===== src/sv/http_request_head_parser_core_macros.svh =====
// Assertion macros for the request head parser.
`ifndef HTTP_REQUEST_HEAD_PARSER_CORE_MACROS_SVH
`define HTTP_REQUEST_HEAD_PARSER_CORE_MACROS_SVH

`ifndef ASSERT_OFF
`define HRHP_ASSERT(lbl, clk, rst, prop, msg) \
  lbl: assert property (@(posedge clk) disable iff (rst) prop) else $error(msg);
`define HRHP_ASSERT_NEVER(lbl, clk, rst, cond, msg) \
  lbl: assert property (@(posedge clk) disable iff (rst) !(cond)) else $error(msg);
`else
`define HRHP_ASSERT(lbl, clk, rst, prop, msg)
`define HRHP_ASSERT_NEVER(lbl, clk, rst, cond, msg)
`endif

`endif


===== src/sv/hrhp_pkg.sv =====
package hrhp_pkg;

  localparam int OFFSET_BITS     = 16;
  localparam int KEY_STORE_DEPTH = 32;
  localparam int TABLE_ENTRIES   = 17;
  localparam int KS_AW           = $clog2(KEY_STORE_DEPTH);
  localparam int LCC_BITS        = 16;
  localparam int NAME_MAX        = 19;

  localparam logic [4:0] UNKNOWN_IDX = 5'd17;
  localparam logic [4:0] LENGTH_IDX  = 5'd7;

  localparam logic [1:0] V_CONT     = 2'd0;
  localparam logic [1:0] V_PENDING  = 2'd1;
  localparam logic [1:0] V_COMPLETE = 2'd2;
  localparam logic [1:0] V_ERROR    = 2'd3;

  localparam logic [2:0] K_NONE     = 3'd0;
  localparam logic [2:0] K_METHOD   = 3'd1;
  localparam logic [2:0] K_URI      = 3'd2;
  localparam logic [2:0] K_QUERY    = 3'd3;
  localparam logic [2:0] K_PROTOCOL = 3'd4;
  localparam logic [2:0] K_KEY      = 3'd5;
  localparam logic [2:0] K_VALUE    = 3'd6;

  localparam logic [0:0] REG_METHOD_MAX = 1'd0;
  localparam logic [0:0] REG_PROTO_LEN  = 1'd1;

  localparam logic [7:0] CH_CR    = 8'h0d;
  localparam logic [7:0] CH_LF    = 8'h0a;
  localparam logic [7:0] CH_SP    = 8'h20;
  localparam logic [7:0] CH_QMARK = 8'h3f;
  localparam logic [7:0] CH_COLON = 8'h3a;
  localparam logic [7:0] CH_PLUS  = 8'h2b;
  localparam logic [7:0] CH_MINUS = 8'h2d;
  localparam logic [7:0] CH_ZERO  = 8'h30;
  localparam logic [7:0] CH_NINE  = 8'h39;

  localparam logic [4:0] NAME_LEN [TABLE_ENTRIES] = '{
    5'd6, 5'd14, 5'd15, 5'd15, 5'd13, 5'd6, 5'd10, 5'd14, 5'd13,
    5'd12, 5'd17, 5'd4, 5'd13, 5'd19, 5'd7, 5'd5, 5'd10
  };

  localparam logic [8*NAME_MAX-1:0] NAME_TEXT [TABLE_ENTRIES] = '{
    "Accept", "Accept-Charset", "Accept-Encoding", "Accept-Language",
    "Authorization", "Cookie", "Connection", "Content-Length", "Content-Range",
    "Content-Type", "If-Modified-Since", "Host", "Last-Modified",
    "Last-Modified-Since", "Referer", "Range", "User-Agent"
  };

  typedef struct packed {
    logic [7:0] data_byte;
    logic       chunk_end;
    logic       is_cr;
    logic       is_lf;
    logic       is_sp;
  } item_t;

  typedef struct packed {
    logic             en;
    logic [KS_AW-1:0] addr;
    logic [7:0]       data;
  } key_wr_t;

  typedef struct packed {
    logic                   start;
    logic [4:0]             lo;
    logic [4:0]             hi;
    logic [OFFSET_BITS-1:0] len;
  } match_req_t;

  // text is right-justified in the vector, char 0 is the leftmost
  function automatic logic [7:0] name_char(input logic [4:0] idx, input logic [4:0] pos);
    logic [8*NAME_MAX-1:0] t;
    logic [4:0]            sh;
    t  = NAME_TEXT[idx];
    sh = NAME_LEN[idx] - 5'd1 - pos;
    return t[{sh, 3'b000} +: 8];
  endfunction

endpackage


===== src/sv/hrhp_front.sv =====
module hrhp_front
  import hrhp_pkg::*;
(
  input  logic       clk,
  input  logic       rst,
  input  logic       in_valid,
  output logic       in_stall,
  input  logic [7:0] data_byte,
  input  logic       chunk_end,
  output logic       q_valid,
  output item_t      q_item,
  input  logic       q_pop
);

  item_t      slot [2];
  logic       wptr, rptr;
  logic [1:0] count;
  logic       push;

  assign in_stall = (count == 2'd2);
  assign push     = in_valid && !in_stall;
  assign q_valid  = (count != 2'd0);
  assign q_item   = slot[rptr];

  always_ff @(posedge clk) begin
    if (push) begin
      slot[wptr] <= '{data_byte: data_byte, chunk_end: chunk_end,
                      is_cr: (data_byte == CH_CR), is_lf: (data_byte == CH_LF),
                      is_sp: (data_byte == CH_SP)};
    end
  end

  always_ff @(posedge clk) begin
    if (rst) begin
      wptr  <= 1'b0;
      rptr  <= 1'b0;
      count <= 2'd0;
    end else begin
      if (push) wptr <= ~wptr;
      if (q_pop) rptr <= ~rptr;
      count <= count + {1'b0, push} - {1'b0, q_pop};
    end
  end

endmodule


===== src/sv/hrhp_keymatch.sv =====
module hrhp_keymatch
  import hrhp_pkg::*;
(
  input  logic       clk,
  input  logic       rst,
  input  key_wr_t    kw,
  input  match_req_t req,
  output logic       done,
  output logic [4:0] hidx
);

  typedef enum logic [2:0] {
    KM_IDLE = 3'b001,
    KM_CHK  = 3'b010,
    KM_CMP  = 3'b100
  } km_state_t;

  km_state_t              st;
  logic [7:0]             mem [KEY_STORE_DEPTH];
  logic [7:0]             rd_data;
  logic [4:0]             li, hi;
  logic [KS_AW-1:0]       k;
  logic [OFFSET_BITS-1:0] len;

  always_ff @(posedge clk) begin
    if (kw.en) mem[kw.addr] <= kw.data;
    rd_data <= mem[k];
  end

  always_ff @(posedge clk) begin
    if (rst) begin
      st   <= KM_IDLE;
      done <= 1'b0;
    end else begin
      done <= 1'b0;
      unique case (st)
        KM_IDLE: begin
          if (req.start) begin
            li  <= req.lo;
            hi  <= req.hi;
            len <= req.len;
            k   <= KS_AW'(1);
            st  <= KM_CHK;
          end
        end
        KM_CHK: begin
          if (OFFSET_BITS'(NAME_LEN[li]) != len) begin
            if (li == hi) begin
              hidx <= UNKNOWN_IDX;
              done <= 1'b1;
              st   <= KM_IDLE;
            end else begin
              li <= li + 5'd1;
              k  <= KS_AW'(1);
            end
          end else if (OFFSET_BITS'(k) >= len) begin
            hidx <= li;
            done <= 1'b1;
            st   <= KM_IDLE;
          end else begin
            st <= KM_CMP;
          end
        end
        KM_CMP: begin
          if (rd_data != name_char(li, 5'(k))) begin
            if (li == hi) begin
              hidx <= UNKNOWN_IDX;
              done <= 1'b1;
              st   <= KM_IDLE;
            end else begin
              li <= li + 5'd1;
              k  <= KS_AW'(1);
              st <= KM_CHK;
            end
          end else begin
            k  <= k + KS_AW'(1);
            st <= KM_CHK;
          end
        end
        default: st <= KM_IDLE;
      endcase
    end
  end

endmodule


===== src/sv/hrhp_back.sv =====
`include "http_request_head_parser_core_macros.svh"

module hrhp_back
  import hrhp_pkg::*;
(
  input  logic        clk,
  input  logic        rst,
  input  logic        cfg_write,
  input  logic [0:0]  cfg_index,
  input  logic [4:0]  cfg_data,
  input  logic        q_valid,
  input  item_t       q_item,
  output logic        q_pop,
  output logic        out_valid,
  input  logic        out_stall,
  output logic [1:0]  verdict,
  output logic [2:0]  field_kind,
  output logic [15:0] field_start,
  output logic [15:0] field_stop,
  output logic [4:0]  header_index,
  output logic [31:0] content_len
);

  localparam int OB = OFFSET_BITS;

  typedef enum logic [2:0] {
    BS_IDLE = 3'b001,
    BS_PASS = 3'b010,
    BS_LOOK = 3'b100
  } bstate_t;

  typedef enum logic [3:0] {
    LV_FIRST = 4'b0001,
    LV_HEAD  = 4'b0010,
    LV_END   = 4'b0100,
    LV_BODY  = 4'b1000
  } level_t;

  typedef enum logic [10:0] {
    PS_METHOD = 11'b00000000001,
    PS_URI    = 11'b00000000010,
    PS_QUERY  = 11'b00000000100,
    PS_PROT   = 11'b00000001000,
    PS_LF     = 11'b00000010000,
    PS_FCONT  = 11'b00000100000,
    PS_FFIN   = 11'b00001000000,
    PS_KEY    = 11'b00010000000,
    PS_VAL    = 11'b00100000000,
    PS_VALRUN = 11'b01000000000,
    PS_HEND   = 11'b10000000000
  } pstate_t;

  bstate_t bst;
  item_t   cur;
  level_t  lv, lv_next;
  pstate_t ps, ps_next;
  logic [LCC_BITS-1:0] lcc, lcc_next;
  logic [OB-1:0] boff, fb, fb_next, key_len, key_len_next;
  logic [4:0]  cand_lo, cand_lo_next, cand_hi, cand_hi_next;
  logic [31:0] vnum, vnum_next, hlv, bc, bc_next;
  logic        vneg, vneg_next;
  logic [1:0]  vphase, vphase_next;
  logic [7:0]  prev;
  logic [1:0]  fv;
  logic [4:0]  mml, pfl;

  logic [1:0]  v, vf;
  logic [2:0]  kind;
  logic [OB-1:0] fs, fe, pos, mlen;
  logic        mark, redo, look, sticky;
  logic [35:0] prod;
  logic [3:0]  dval;
  logic        is_digit, is_ws;
  logic [7:0]  b;
  logic [OB-1:0] o;

  key_wr_t     kw;
  match_req_t  req;
  logic        m_done;
  logic [4:0]  m_idx;
  logic [1:0]  lv_fin;

  hrhp_keymatch u_match (
    .clk  (clk),
    .rst  (rst),
    .kw   (kw),
    .req  (req),
    .done (m_done),
    .hidx (m_idx)
  );

  assign b        = cur.data_byte;
  assign o        = boff;
  assign sticky   = (fv != V_CONT);
  assign q_pop    = (bst == BS_IDLE) && q_valid && (!out_valid || !out_stall);
  assign is_digit = (b >= CH_ZERO) && (b <= CH_NINE);
  assign dval     = 4'(b - CH_ZERO);
  assign is_ws    = (b == CH_SP) || ((b >= 8'd9) && (b <= 8'd13));
  assign prod     = {1'b0, vnum, 3'b000} + {3'b000, vnum, 1'b0} + 36'(dval);

  always_comb begin
    lv_next = lv; ps_next = ps; lcc_next = lcc; fb_next = fb;
    key_len_next = key_len; cand_lo_next = cand_lo; cand_hi_next = cand_hi;
    vnum_next = vnum; vneg_next = vneg; vphase_next = vphase;
    bc_next = bc;
    v = V_CONT; kind = K_NONE; fs = '0; fe = '0;
    mark = 1'b0; redo = 1'b0; look = 1'b0;
    pos = o - fb;
    kw = '{en: 1'b0, addr: pos[KS_AW-1:0], data: b};
    if (sticky) begin
      v = fv;
    end else begin
      unique case (lv)
        LV_FIRST: begin
          unique case (ps)
            PS_METHOD: if (cur.is_sp) begin
              mark = 1'b1; kind = K_METHOD; ps_next = PS_URI;
              if (pos < OB'(2)) v = V_ERROR;
            end
            PS_URI: begin
              if (cur.is_sp) begin
                mark = 1'b1; kind = K_URI; ps_next = PS_PROT;
                if (pos == '0) v = V_ERROR;
              end else if (b == CH_QMARK) begin
                mark = 1'b1; kind = K_URI; ps_next = PS_QUERY;
              end
            end
            PS_QUERY: if (cur.is_sp) begin
              mark = 1'b1; kind = K_QUERY; ps_next = PS_PROT;
            end
            PS_PROT: if (cur.is_cr) begin
              kind = K_PROTOCOL; fs = fb; fe = o;
              lcc_next = '1;
              if (pos != OB'(pfl)) v = V_ERROR;
              ps_next = PS_LF;
            end
            PS_LF: begin
              if (cur.is_lf) ps_next = PS_FCONT;
              else v = V_ERROR;
            end
            PS_FCONT: begin
              if (cur.is_cr) begin
                ps_next = PS_FFIN;
              end else begin
                lv_next = LV_HEAD; ps_next = PS_KEY;
                lcc_next = '1; fb_next = o; redo = 1'b1;
              end
            end
            default: begin
              if (cur.is_lf) begin
                lv_next = LV_HEAD; ps_next = PS_KEY; fb_next = o + OB'(1);
              end else begin
                v = V_ERROR;
              end
            end
          endcase
        end
        LV_HEAD: begin
          unique case (ps)
            PS_KEY: begin
              if (cur.is_cr) begin
                if (lcc == '0) begin
                  lv_next = LV_END; fb_next = o + OB'(1);
                end else begin
                  v = V_ERROR;
                end
              end else begin
                if (lcc == '0) begin
                  case (b)
                    "A": begin cand_lo_next = 5'd0;  cand_hi_next = 5'd4;  end
                    "C": begin cand_lo_next = 5'd5;  cand_hi_next = 5'd9;  end
                    "I": begin cand_lo_next = 5'd10; cand_hi_next = 5'd10; end
                    "H": begin cand_lo_next = 5'd11; cand_hi_next = 5'd11; end
                    "L": begin cand_lo_next = 5'd12; cand_hi_next = 5'd13; end
                    "R": begin cand_lo_next = 5'd14; cand_hi_next = 5'd15; end
                    "U": begin cand_lo_next = 5'd16; cand_hi_next = 5'd16; end
                    default: begin
                      cand_lo_next = UNKNOWN_IDX; cand_hi_next = UNKNOWN_IDX;
                    end
                  endcase
                end
                kw.en = (pos < OB'(KEY_STORE_DEPTH));
                if (b == CH_COLON) begin
                  key_len_next = pos;
                  mark = 1'b1; kind = K_KEY; ps_next = PS_VAL;
                  if (pos == '0) v = V_ERROR;
                end
              end
            end
            PS_VAL: if (!cur.is_sp) begin
              ps_next = PS_VALRUN; fb_next = o;
              vnum_next = '0; vneg_next = 1'b0; vphase_next = 2'd0;
              redo = 1'b1;
            end
            PS_VALRUN: begin
              if (cur.is_cr) begin
                mark = 1'b1; kind = K_VALUE; ps_next = PS_HEND;
                if (pos == '0) v = V_ERROR;
                else if (cand_lo < UNKNOWN_IDX && cand_hi < UNKNOWN_IDX) look = 1'b1;
              end else if (cur.is_lf && prev != CH_CR) begin
                v = V_ERROR;
              end else if (vphase == 2'd0) begin
                if (is_ws) begin
                  vphase_next = 2'd0;
                end else if (b == CH_PLUS) begin
                  vphase_next = 2'd1;
                end else if (b == CH_MINUS) begin
                  vneg_next = 1'b1; vphase_next = 2'd1;
                end else if (is_digit) begin
                  vnum_next = 32'(dval); vphase_next = 2'd1;
                end else begin
                  vphase_next = 2'd2;
                end
              end else if (vphase == 2'd1) begin
                if (is_digit) vnum_next = (prod[35:32] != '0) ? '1 : prod[31:0];
                else vphase_next = 2'd2;
              end
            end
            default: begin
              if (cur.is_lf) begin
                ps_next = PS_KEY; lcc_next = '1; fb_next = o + OB'(1);
              end else begin
                v = V_ERROR;
              end
            end
          endcase
        end
        LV_END: begin
          if (cur.is_lf) begin
            lv_next = LV_BODY; lcc_next = '1; fb_next = o + OB'(1);
          end else begin
            v = V_ERROR;
          end
        end
        default: begin
          if (hlv == '0) begin
            v = V_COMPLETE;
          end else begin
            bc_next = bc + 32'd1;
            if (bc_next == hlv) v = V_COMPLETE;
          end
        end
      endcase
      if (mark) begin
        fs = fb; fe = o; lcc_next = '1; fb_next = o + OB'(1);
      end
      if (v == V_CONT) lcc_next = lcc_next + LCC_BITS'(1);
    end
    mlen = o + OB'(1) - fb_next;
    vf = v;
    if (!sticky && v == V_CONT && cur.chunk_end) begin
      if (lv_next == LV_FIRST && ps_next == PS_METHOD)
        vf = (mlen == '0 || mlen > OB'(mml)) ? V_ERROR : V_PENDING;
      else if (lv_next == LV_HEAD && ps_next == PS_KEY)
        vf = V_COMPLETE;
      else if (lv_next == LV_BODY)
        vf = (hlv != '0 && bc_next < hlv) ? V_PENDING : V_COMPLETE;
      else
        vf = V_PENDING;
    end
    if (bst != BS_PASS || redo) kw.en = 1'b0;
    req = '{start: (bst == BS_PASS) && look, lo: cand_lo, hi: cand_hi, len: key_len};
  end

  // verdict once the name match is back
  always_comb begin
    lv_fin = cur.chunk_end ? V_PENDING : V_CONT;
    if (m_idx == LENGTH_IDX && vneg && vnum != '0) lv_fin = V_ERROR;
  end

  always_ff @(posedge clk) begin
    if (q_pop) cur <= q_item;
  end

  always_ff @(posedge clk) begin
    if (rst) begin
      bst <= BS_IDLE; lv <= LV_FIRST; ps <= PS_METHOD; lcc <= '1;
      boff <= '0; fb <= '0; key_len <= '1;
      cand_lo <= UNKNOWN_IDX; cand_hi <= UNKNOWN_IDX;
      vnum <= '0; vneg <= 1'b0; vphase <= 2'd0; hlv <= '0; bc <= '0;
      prev <= '0; fv <= V_CONT; mml <= 5'd10; pfl <= 5'd8;
      out_valid <= 1'b0;
    end else begin
      if (cfg_write) begin
        unique case (cfg_index)
          REG_METHOD_MAX: mml <= cfg_data;
          REG_PROTO_LEN:  pfl <= cfg_data;
          default: ;
        endcase
      end
      if (out_valid && !out_stall) out_valid <= 1'b0;
      unique case (bst)
        BS_IDLE: if (q_pop) bst <= BS_PASS;
        BS_PASS: begin
          if (!sticky) begin
            lv <= lv_next; ps <= ps_next; lcc <= lcc_next; fb <= fb_next;
            key_len <= key_len_next; cand_lo <= cand_lo_next; cand_hi <= cand_hi_next;
            vnum <= vnum_next; vneg <= vneg_next; vphase <= vphase_next; bc <= bc_next;
          end
          if (!redo) begin
            field_kind <= kind;
            field_start <= 16'(fs);
            field_stop <= 16'(fe);
            if (!sticky) begin
              boff <= o + OB'(1);
              prev <= b;
            end
            if (look) begin
              bst <= BS_LOOK;
            end else begin
              verdict <= vf;
              header_index <= UNKNOWN_IDX;
              content_len <= hlv;
              out_valid <= 1'b1;
              if (vf >= V_COMPLETE) fv <= vf;
              bst <= BS_IDLE;
            end
          end
        end
        BS_LOOK: if (m_done) begin
          if (m_idx == LENGTH_IDX && !(vneg && vnum != '0)) begin
            hlv <= vnum;
            content_len <= vnum;
          end else begin
            content_len <= hlv;
          end
          verdict <= lv_fin;
          header_index <= m_idx;
          if (lv_fin >= V_COMPLETE) fv <= lv_fin;
          out_valid <= 1'b1;
          bst <= BS_IDLE;
        end
        default: bst <= BS_IDLE;
      endcase
    end
  end

  `HRHP_ASSERT(a_final_sticky, clk, rst, (fv != V_CONT) |=> (fv != V_CONT), "final verdict cleared")
  `HRHP_ASSERT(a_match_cands, clk, rst, req.start |-> (req.lo <= req.hi && req.hi < UNKNOWN_IDX), "bad candidate range")
  `HRHP_ASSERT(a_match_len, clk, rst, req.start |-> (req.len != '0), "name match on empty key")
  `HRHP_ASSERT_NEVER(a_pop_busy, clk, rst, q_pop && out_valid && out_stall, "pop with result slot held")

endmodule


===== src/sv/http_request_head_parser_core.sv =====
// Byte-serial HTTP/1.1 request head parser. Bytes enter through a two-entry
// queue, so the source can run ahead while the parser works; every accepted byte
// yields exactly one result transfer with the verdict, any field that ended on it
// and the Content-Length seen so far. Each byte is pulled from the queue into a
// register and then takes one parse step; the first byte of a header key after
// the request line and the first byte of a header value take a second step.
// When a header value ends and the key's first letter names table entries, the
// name match walks the stored key bytes against each candidate name in turn.
// Results sit in an output register, so a stalled output does not stop input
// transfers until the queue fills. Complete and error verdicts stay until reset.
module http_request_head_parser_core
  import hrhp_pkg::*;
(
  input  logic        clk,
  input  logic        rst,
  input  logic        cfg_write,
  input  logic [0:0]  cfg_index,
  input  logic [4:0]  cfg_data,
  input  logic        in_valid,
  output logic        in_stall,
  input  logic [7:0]  data_byte,
  input  logic        chunk_end,
  output logic        out_valid,
  input  logic        out_stall,
  output logic [1:0]  verdict,
  output logic [2:0]  field_kind,
  output logic [15:0] field_start,
  output logic [15:0] field_stop,
  output logic [4:0]  header_index,
  output logic [31:0] content_len
);

  logic  q_valid, q_pop;
  item_t q_item;

  hrhp_front u_front (
    .clk       (clk),
    .rst       (rst),
    .in_valid  (in_valid),
    .in_stall  (in_stall),
    .data_byte (data_byte),
    .chunk_end (chunk_end),
    .q_valid   (q_valid),
    .q_item    (q_item),
    .q_pop     (q_pop)
  );

  hrhp_back u_back (
    .clk          (clk),
    .rst          (rst),
    .cfg_write    (cfg_write),
    .cfg_index    (cfg_index),
    .cfg_data     (cfg_data),
    .q_valid      (q_valid),
    .q_item       (q_item),
    .q_pop        (q_pop),
    .out_valid    (out_valid),
    .out_stall    (out_stall),
    .verdict      (verdict),
    .field_kind   (field_kind),
    .field_start  (field_start),
    .field_stop   (field_stop),
    .header_index (header_index),
    .content_len  (content_len)
  );

endmodule


===== config.mk =====
export PLATFORM = sky130hd
export DESIGN_NAME = http_request_head_parser_core
export DESIGN_NICKNAME = d
export VERILOG_FILES = /design/src/sv/hrhp_pkg.sv /design/src/sv/hrhp_front.sv /design/src/sv/hrhp_keymatch.sv /design/src/sv/hrhp_back.sv /design/src/sv/http_request_head_parser_core.sv
export VERILOG_INCLUDE_DIRS = /design/src /design/src/sv
export SDC_FILE = /design/constraint.sdc
export NUM_CORES = 2
export LEC_CHECK = 0
export BUFFER_PORTS_ARGS = -buffer_cell sky130_fd_sc_hd__buf_2
export CAP_MARGIN = 25
export CORE_ASPECT_RATIO = 0.5
export CORE_MARGIN = 4
export CORE_UTILIZATION = 45
export DETAILED_ROUTE_END_ITERATION = 10
export PLACE_DENSITY = 0.57
export SLEW_MARGIN = 15
export SYNTH_ARGS = -nofsm -noshare
export SYNTH_HDL_FRONTEND = slang
export SYNTH_HIERARCHICAL = 1
export SYNTH_SLANG_ARGS = --single-unit

===== constraint.sdc =====
create_clock -name clk -period 6.1 [get_ports clk]
set_input_delay 1.83 -clock clk [delete_from_list [all_inputs] [get_ports clk]]
set_output_delay 1.83 -clock clk [all_outputs]
set_load 0.02 [all_outputs]

==> impl_results.html <==
<table>
<tr><th>Metric</th><th>Value</th></tr>
<tr><th colspan="2">Run status</th></tr>
<tr><td>Status</td><td>finished clean</td></tr>
<tr><th colspan="2">Floorplanning</th></tr>
<tr><td>Starting utilization of the core area</td><td>45.8%</td></tr>
<tr><td>Floorplan core area</td><td>about 80,000 sq um</td></tr>
<tr><td>Number of primary I/O pins</td><td>96</td></tr>
<tr><td>Die outline area</td><td>around 86,000 sq um</td></tr>
<tr><td>Width of the die</td><td>412 microns</td></tr>
<tr><td>Cell Rows</td><td>73</td></tr>
<tr><td>Vertical die dimension</td><td>210 microns</td></tr>
<tr><th colspan="2">Logic synthesis</th></tr>
<tr><td>Synth unique cells</td><td>116</td></tr>
<tr><td>Post-Syn Nets</td><td>3,938</td></tr>
<tr><td>Post-synth design cell area</td><td>36,700 sq um</td></tr>
<tr><td>Cell type with the largest total area after synthesis</td><td>sky130_fd_sc_hd__edfxtp_1</td></tr>
<tr><td>Number of flops mapped to enable cells by yosys</td><td>between 400 and 500</td></tr>
<tr><td>Syn. warnings</td><td>6</td></tr>
<tr><td>Portion of synthesized cell area occupied by the leading cell type</td><td>32.9%</td></tr>
<tr><td>Share of flip-flops with an asynchronous set or reset</td><td>0%</td></tr>
<tr><td>Top flip-flop cell by instance count after synthesis</td><td>sky130_fd_sc_hd__edfxtp_1</td></tr>
<tr><td>Cell types occupying the most area after synthesis</td><td>sky130_fd_sc_hd__edfxtp_1, sky130_fd_sc_hd__dfxtp_1, sky130_fd_sc_hd__ha_1, sky130_fd_sc_hd__nand2_1, sky130_fd_sc_hd__a21oi_1</td></tr>
<tr><td>Post-Syn Instances</td><td>roughly 3,800</td></tr>
<tr><td>Post-Syn Area per Cell</td><td>9.77 sq um</td></tr>
<tr><td>Flip-flop and latch count after synthesis</td><td>629</td></tr>
<tr><td>Sequential share of the synthesized area</td><td>45.3%</td></tr>
<tr><th colspan="2">Clocking</th></tr>
<tr><td>Clock Sinks</td><td>around 630</td></tr>
<tr><td>Insertion delay to the later sink of the worst-skew pair</td><td>0.66 ns</td></tr>
<tr><td>TritonCTS clock tree</td><td>built</td></tr>
<tr><td>Clock-pin slew reported for the worst setup and hold paths after clock tree synthesis</td><td>roughly 0.070 ns</td></tr>
<tr><td>Root Buffer</td><td>sky130_fd_sc_hd__clkbuf_16</td></tr>
<tr><td>Resized Gates After CTS</td><td>0</td></tr>
<tr><td>Clock buffer count from CTS</td><td>57</td></tr>
<tr><td>Max Buffers Root-to-Sink</td><td>3</td></tr>
<tr><td>Max H-tree Level</td><td>2</td></tr>
<tr><td>Buffer count from post-CTS setup fixing</td><td>0</td></tr>
<tr><td>Number of hold buffers added after cts</td><td>0</td></tr>
<tr><th colspan="2">Drt</th></tr>
<tr><td>Via-to-Cell Ratio</td><td>6.11</td></tr>
<tr><td>Drt total wl</td><td>116 mm</td></tr>
<tr><td>Detailed Route Iter0 Violations</td><td>roughly 3,200</td></tr>
<tr><td>Detail-routed net length per standard cell</td><td>~23 microns</td></tr>
<tr><td>Via count</td><td>30,400</td></tr>
<tr><td>Iteration count of the initial detailed-routing pass</td><td>6</td></tr>
<tr><td>Number of nets with antenna violations after detailed routing</td><td>0</td></tr>
<tr><td>DRC violation count after routing</td><td>0</td></tr>
<tr><th colspan="2">Critical path</th></tr>
<tr><td>Reg-to-reg setup timing slack</td><td>0.44 ns</td></tr>
<tr><td>Endpoint of the worst-slack reg-to-reg timing path</td><td>u_back/fv[1]$_SDFFE_PP0P_</td></tr>
<tr><td>Critical Path End Type</td><td>flip-flop</td></tr>
<tr><td>Length in cells of the worst reg-to-reg path</td><td>30</td></tr>
<tr><td>Standard cell with the maximum stage delay on the critical path</td><td>sky130_fd_sc_hd__or4_1</td></tr>
<tr><td>CP startpoint kind</td><td>flip-flop</td></tr>
<tr><td>Path type of the worst setup path</td><td>flip-flop to flip-flop</td></tr>
<tr><td>Worst Path Required</td><td>6.58 ns</td></tr>
<tr><td>Crit path DAT</td><td>6.15 ns</td></tr>
<tr><td>Peak per-stage delay on the critical path</td><td>0.64 ns</td></tr>
<tr><td>Launch point of the worst reg-to-reg path</td><td>u_back/ps[4]$_SDFFE_PP0P_</td></tr>
<tr><td>Largest driver fanout on the critical path</td><td>6</td></tr>
<tr><th colspan="2">Placed design</th></tr>
<tr><td>Number of I/O port buffers</td><td>95</td></tr>
<tr><td>Cell Area, Placed</td><td>just under 40,000 sq um</td></tr>
<tr><td>Gpl congestion</td><td>0.976</td></tr>
<tr><td>Sum of net half-perimeters after detailed placement</td><td>82.6 mm</td></tr>
<tr><td>Instance count after placement with tap cells included</td><td>4,868</td></tr>
<tr><th colspan="2">Pwr</th></tr>
<tr><td>Switching portion of total power</td><td>32.1%</td></tr>
<tr><td>Clock group share of total power</td><td>around 33%</td></tr>
<tr><td>Sequential power share</td><td>between 40% and 50%</td></tr>
<tr><td>Gate power share</td><td>between 20 and 25%</td></tr>
<tr><td>Internal power consumption</td><td>8.01 mW</td></tr>
<tr><td>Maximum resistive drop on vdd</td><td>0.234 mV</td></tr>
<tr><td>Switching power of the nets</td><td>approximately 3.8 mW</td></tr>
<tr><td>Power density of the placed cells</td><td>approximately 290 nW/um^2</td></tr>
<tr><td>Leakage</td><td>between 15 and 20 nW</td></tr>
<tr><th colspan="2">Layout</th></tr>
<tr><td>Number of nets in the final layout</td><td>4,026</td></tr>
<tr><td>Non-filler cells, final</td><td>between 4,000 and 5,000</td></tr>
<tr><td>FILL cells</td><td>7,360</td></tr>
<tr><td>Fin util</td><td>about half</td></tr>
<tr><td>Fraction of final layout cells sized beyond drive strength 1</td><td>13.3%</td></tr>
<tr><td>Summed area of non-filler cells in the final layout</td><td>41,000 sq um</td></tr>
<tr><td>Synthesis-to-finish area growth</td><td>11.8%</td></tr>
<tr><th colspan="2">GRT</th></tr>
<tr><td>Wire length of the first global-routing pass</td><td>approximately 180 mm</td></tr>
<tr><td>Maximum number of pins on one net before global-route repair</td><td>66</td></tr>
<tr><td>Number of antenna violations at the first check in global routing</td><td>1</td></tr>
<tr><td>Total global routing overflow</td><td>0</td></tr>
<tr><td>Vias in the first global route</td><td>29,000</td></tr>
<tr><td>Overall Global Routing Usage</td><td>around a quarter</td></tr>
<tr><th colspan="2">Min path</th></tr>
<tr><td>Startpoint of the most critical hold path</td><td>u_back/key_len[14]$_SDFFE_PP1P_</td></tr>
<tr><td>Worst min-delay path endpoint</td><td>u_back/u_match/len[14]$_DFFE_PP_</td></tr>
<tr><td>Number of cells traversed by the worst hold path</td><td>0</td></tr>
<tr><td>Min-Delay Path Class</td><td>flip-flop to flip-flop</td></tr>
<tr><th colspan="2">STA</th></tr>
<tr><td>Pin slew with the least headroom to its limit</td><td>between 1 and 1.5 ns</td></tr>
<tr><td>Normalized max-slew margin</td><td>33.0%</td></tr>
<tr><td>Shortest clock period the worst path allows after layout</td><td>5.66 ns</td></tr>
<tr><td>Tightest hold margin</td><td>0.433 ns</td></tr>
<tr><td>Worst Clk Skew</td><td>roughly 0.034 ns</td></tr>
<tr><td>F_max</td><td>177 MHz</td></tr>
<tr><td>Number of hold violations in the final report</td><td>0</td></tr>
<tr><td>Share of the clock period used by the worst path</td><td>92.8%</td></tr>
<tr><td>Total count of max-transition violations in the final report</td><td>0</td></tr>
<tr><td>Setup tns final</td><td>0 ns</td></tr>
<tr><td>Total setup violations reported at the end of the flow</td><td>0</td></tr>
<tr><th colspan="2">Run</th></tr>
<tr><td>Max cap viols</td><td>0</td></tr>
</table>
==> power groups by stage <==
| stage | logic (mW) | registers (mW) | clock network (mW) |
|---|---|---|---|
| floorplan | 1.77 | 5.12 | 0 |
| global placement | 2.80 | 5.08 | 0 |
| detailed placement | 2.83 | 5.08 | 0 |
| CTS | 2.85 | 4.99 | 3.96 |
| global route | 3.20 | 5.00 | 4.13 |
| finish | 2.93 | 4.99 | 3.87 |
==> sequential cells by signal (all words and copies together) (netlist names), 8 cells and up, named ones only <==
| signal | flops |
|---|---|
| u_back/u_match/mem | 256 |
| u_back/bc | 32 |
| u_back/content_len | 32 |
| u_back/hlv | 32 |
| u_back/vnum | 32 |
| u_front/slot | 24 |
| u_back/boff | 16 |
| u_back/fb | 16 |
| u_back/field_start | 16 |
| u_back/field_stop | 16 |
| u_back/key_len | 16 |
| u_back/lcc | 16 |
| u_back/u_match/len | 16 |
| u_back/ps | 11 |
| u_back/b | 8 |
| u_back/prev | 8 |
| u_back/u_match/rd_data | 8 |
==> metal layers <==
metal,vias up,wire [microns],track usage (%)
met5,-,0,0
met4,0,3340,7.48
met3,222,8880,4.95
met2,1201,51800,40.9
met1,14800,51500,36.7
li1,14200,-,-
==> cell families after synthesis <==
family	share of synthesized area (%)
compound gates	17.3
xor+xnor	4.53
fa+ha+maj	5.70
buf+inv	4.17
flops	45.3
mux	4.99
simple gates	18.0
==> placed cells by master (no fill, tap or decap), drive strengths merged, types with 31 or more instances in the layout <==
| cell type | synthesis | final |
|---|---|---|
| a211oi | 39 | 39 |
| a21o | 45 | 45 |
| a21oi | 266 | 266 |
| a31oi | 32 | 32 |
| and2 | 64 | 64 |
| and3 | 31 | 31 |
| buf | 76 | 267 |
| clkbuf | 163 | 75 |
| dfxtp | 227 | 227 |
| edfxtp | 402 | 402 |
| ha | 159 | 159 |
| inv | 135 | 141 |
| mux2i | 78 | 78 |
| mux4 | 32 | 32 |
| nand2 | 399 | 399 |
| nand2b | 52 | 52 |
| nand3 | 101 | 101 |
| nand4 | 45 | 45 |
| nor2 | 290 | 290 |
| nor2b | 39 | 39 |
| nor3 | 68 | 68 |
| nor4 | 70 | 70 |
| o211ai | 44 | 44 |
| o21ai | 173 | 173 |
| o221ai | 44 | 44 |
| o22ai | 43 | 43 |
| or3 | 45 | 45 |
| xnor2 | 116 | 116 |
| xor2 | 73 | 73 |
==> Yosys cell counts (all sizes together) (52+ instances only) <==
cell type	n
clkbuf	163
ha	159
mux2i	78
nor3	68
inv	135
nor4	70
xnor2	116
and2	64
xor2	73
edfxtp	402
nand2b	52
nand2	399
buf	76
dfxtp	227
nor2	290
nand3	101
a21oi	266
o21ai	173
==> through the flow <==
step | worst slack, ns | power, mW
2_1_floorplan | 0.539 | 6.89
3_3_place_gp | 0.245 | 7.87
3_5_place_dp | 0.212 | 7.91
4_1_cts | 0.174 | 11.8
5_1_grt | -0.00169 | 12.3
6_report | 0.437 | 11.8
==> critical path, delay by kind of cell (launching register included) <==
family / cells / cell delay [ns]
fa+ha+maj: 2 / 0.56
xor+xnor: 1 / 0.19
compound gates: 8 / 0.96
flops: 1 / 0.31
buf+inv: 3 / 0.44
simple gates: 16 / 3.07
==> cell type report <==
| cell class | count | area [sq um] | share of cell area (%) |
|---|---|---|---|
| clock inverters | 33 | 390 | 0.952 |
| clock buffers | 75 | 1650 | 4.02 |
| repair buffers | 268 | 1830 | 4.45 |
| inverters | 139 | 522 | 1.27 |
| diodes | 2 | 5.00 | 0.0122 |
| multi-input cells | 2747 | 18600 | 45.5 |
| well taps | 1087 | 1360 | 3.32 |
| flip-flops and latches | 629 | 16600 | 40.5 |
==> how the worst max path moves through the flow <==
stage                                   start                          endpoint  slack (ns)  cells after the start
6_report            u_back/ps[4]$_SDFFE_PP0P_         u_back/fv[1]$_SDFFE_PP0P_        0.44                     30
5_1_grt             u_back/ps[4]$_SDFFE_PP0P_         u_back/fv[1]$_SDFFE_PP0P_      -0.002                     27
4_1_cts             u_back/ps[4]$_SDFFE_PP0P_         u_back/fv[1]$_SDFFE_PP0P_        0.17                     27
3_5_place_dp        u_back/ps[4]$_SDFFE_PP0P_       u_back/verdict[1]$_DFFE_PP_        0.21                     26
3_3_place_gp   u_back/u_match/li[0]$_DFFE_PP_  u_back/u_match/hidx[3]$_DFFE_PP_        0.24                     19
2_1_floorplan           u_back/b[2]$_DFFE_PP_       u_back/verdict[1]$_DFFE_PP_        0.54                     26
Power figures use the tool's default switching activity.
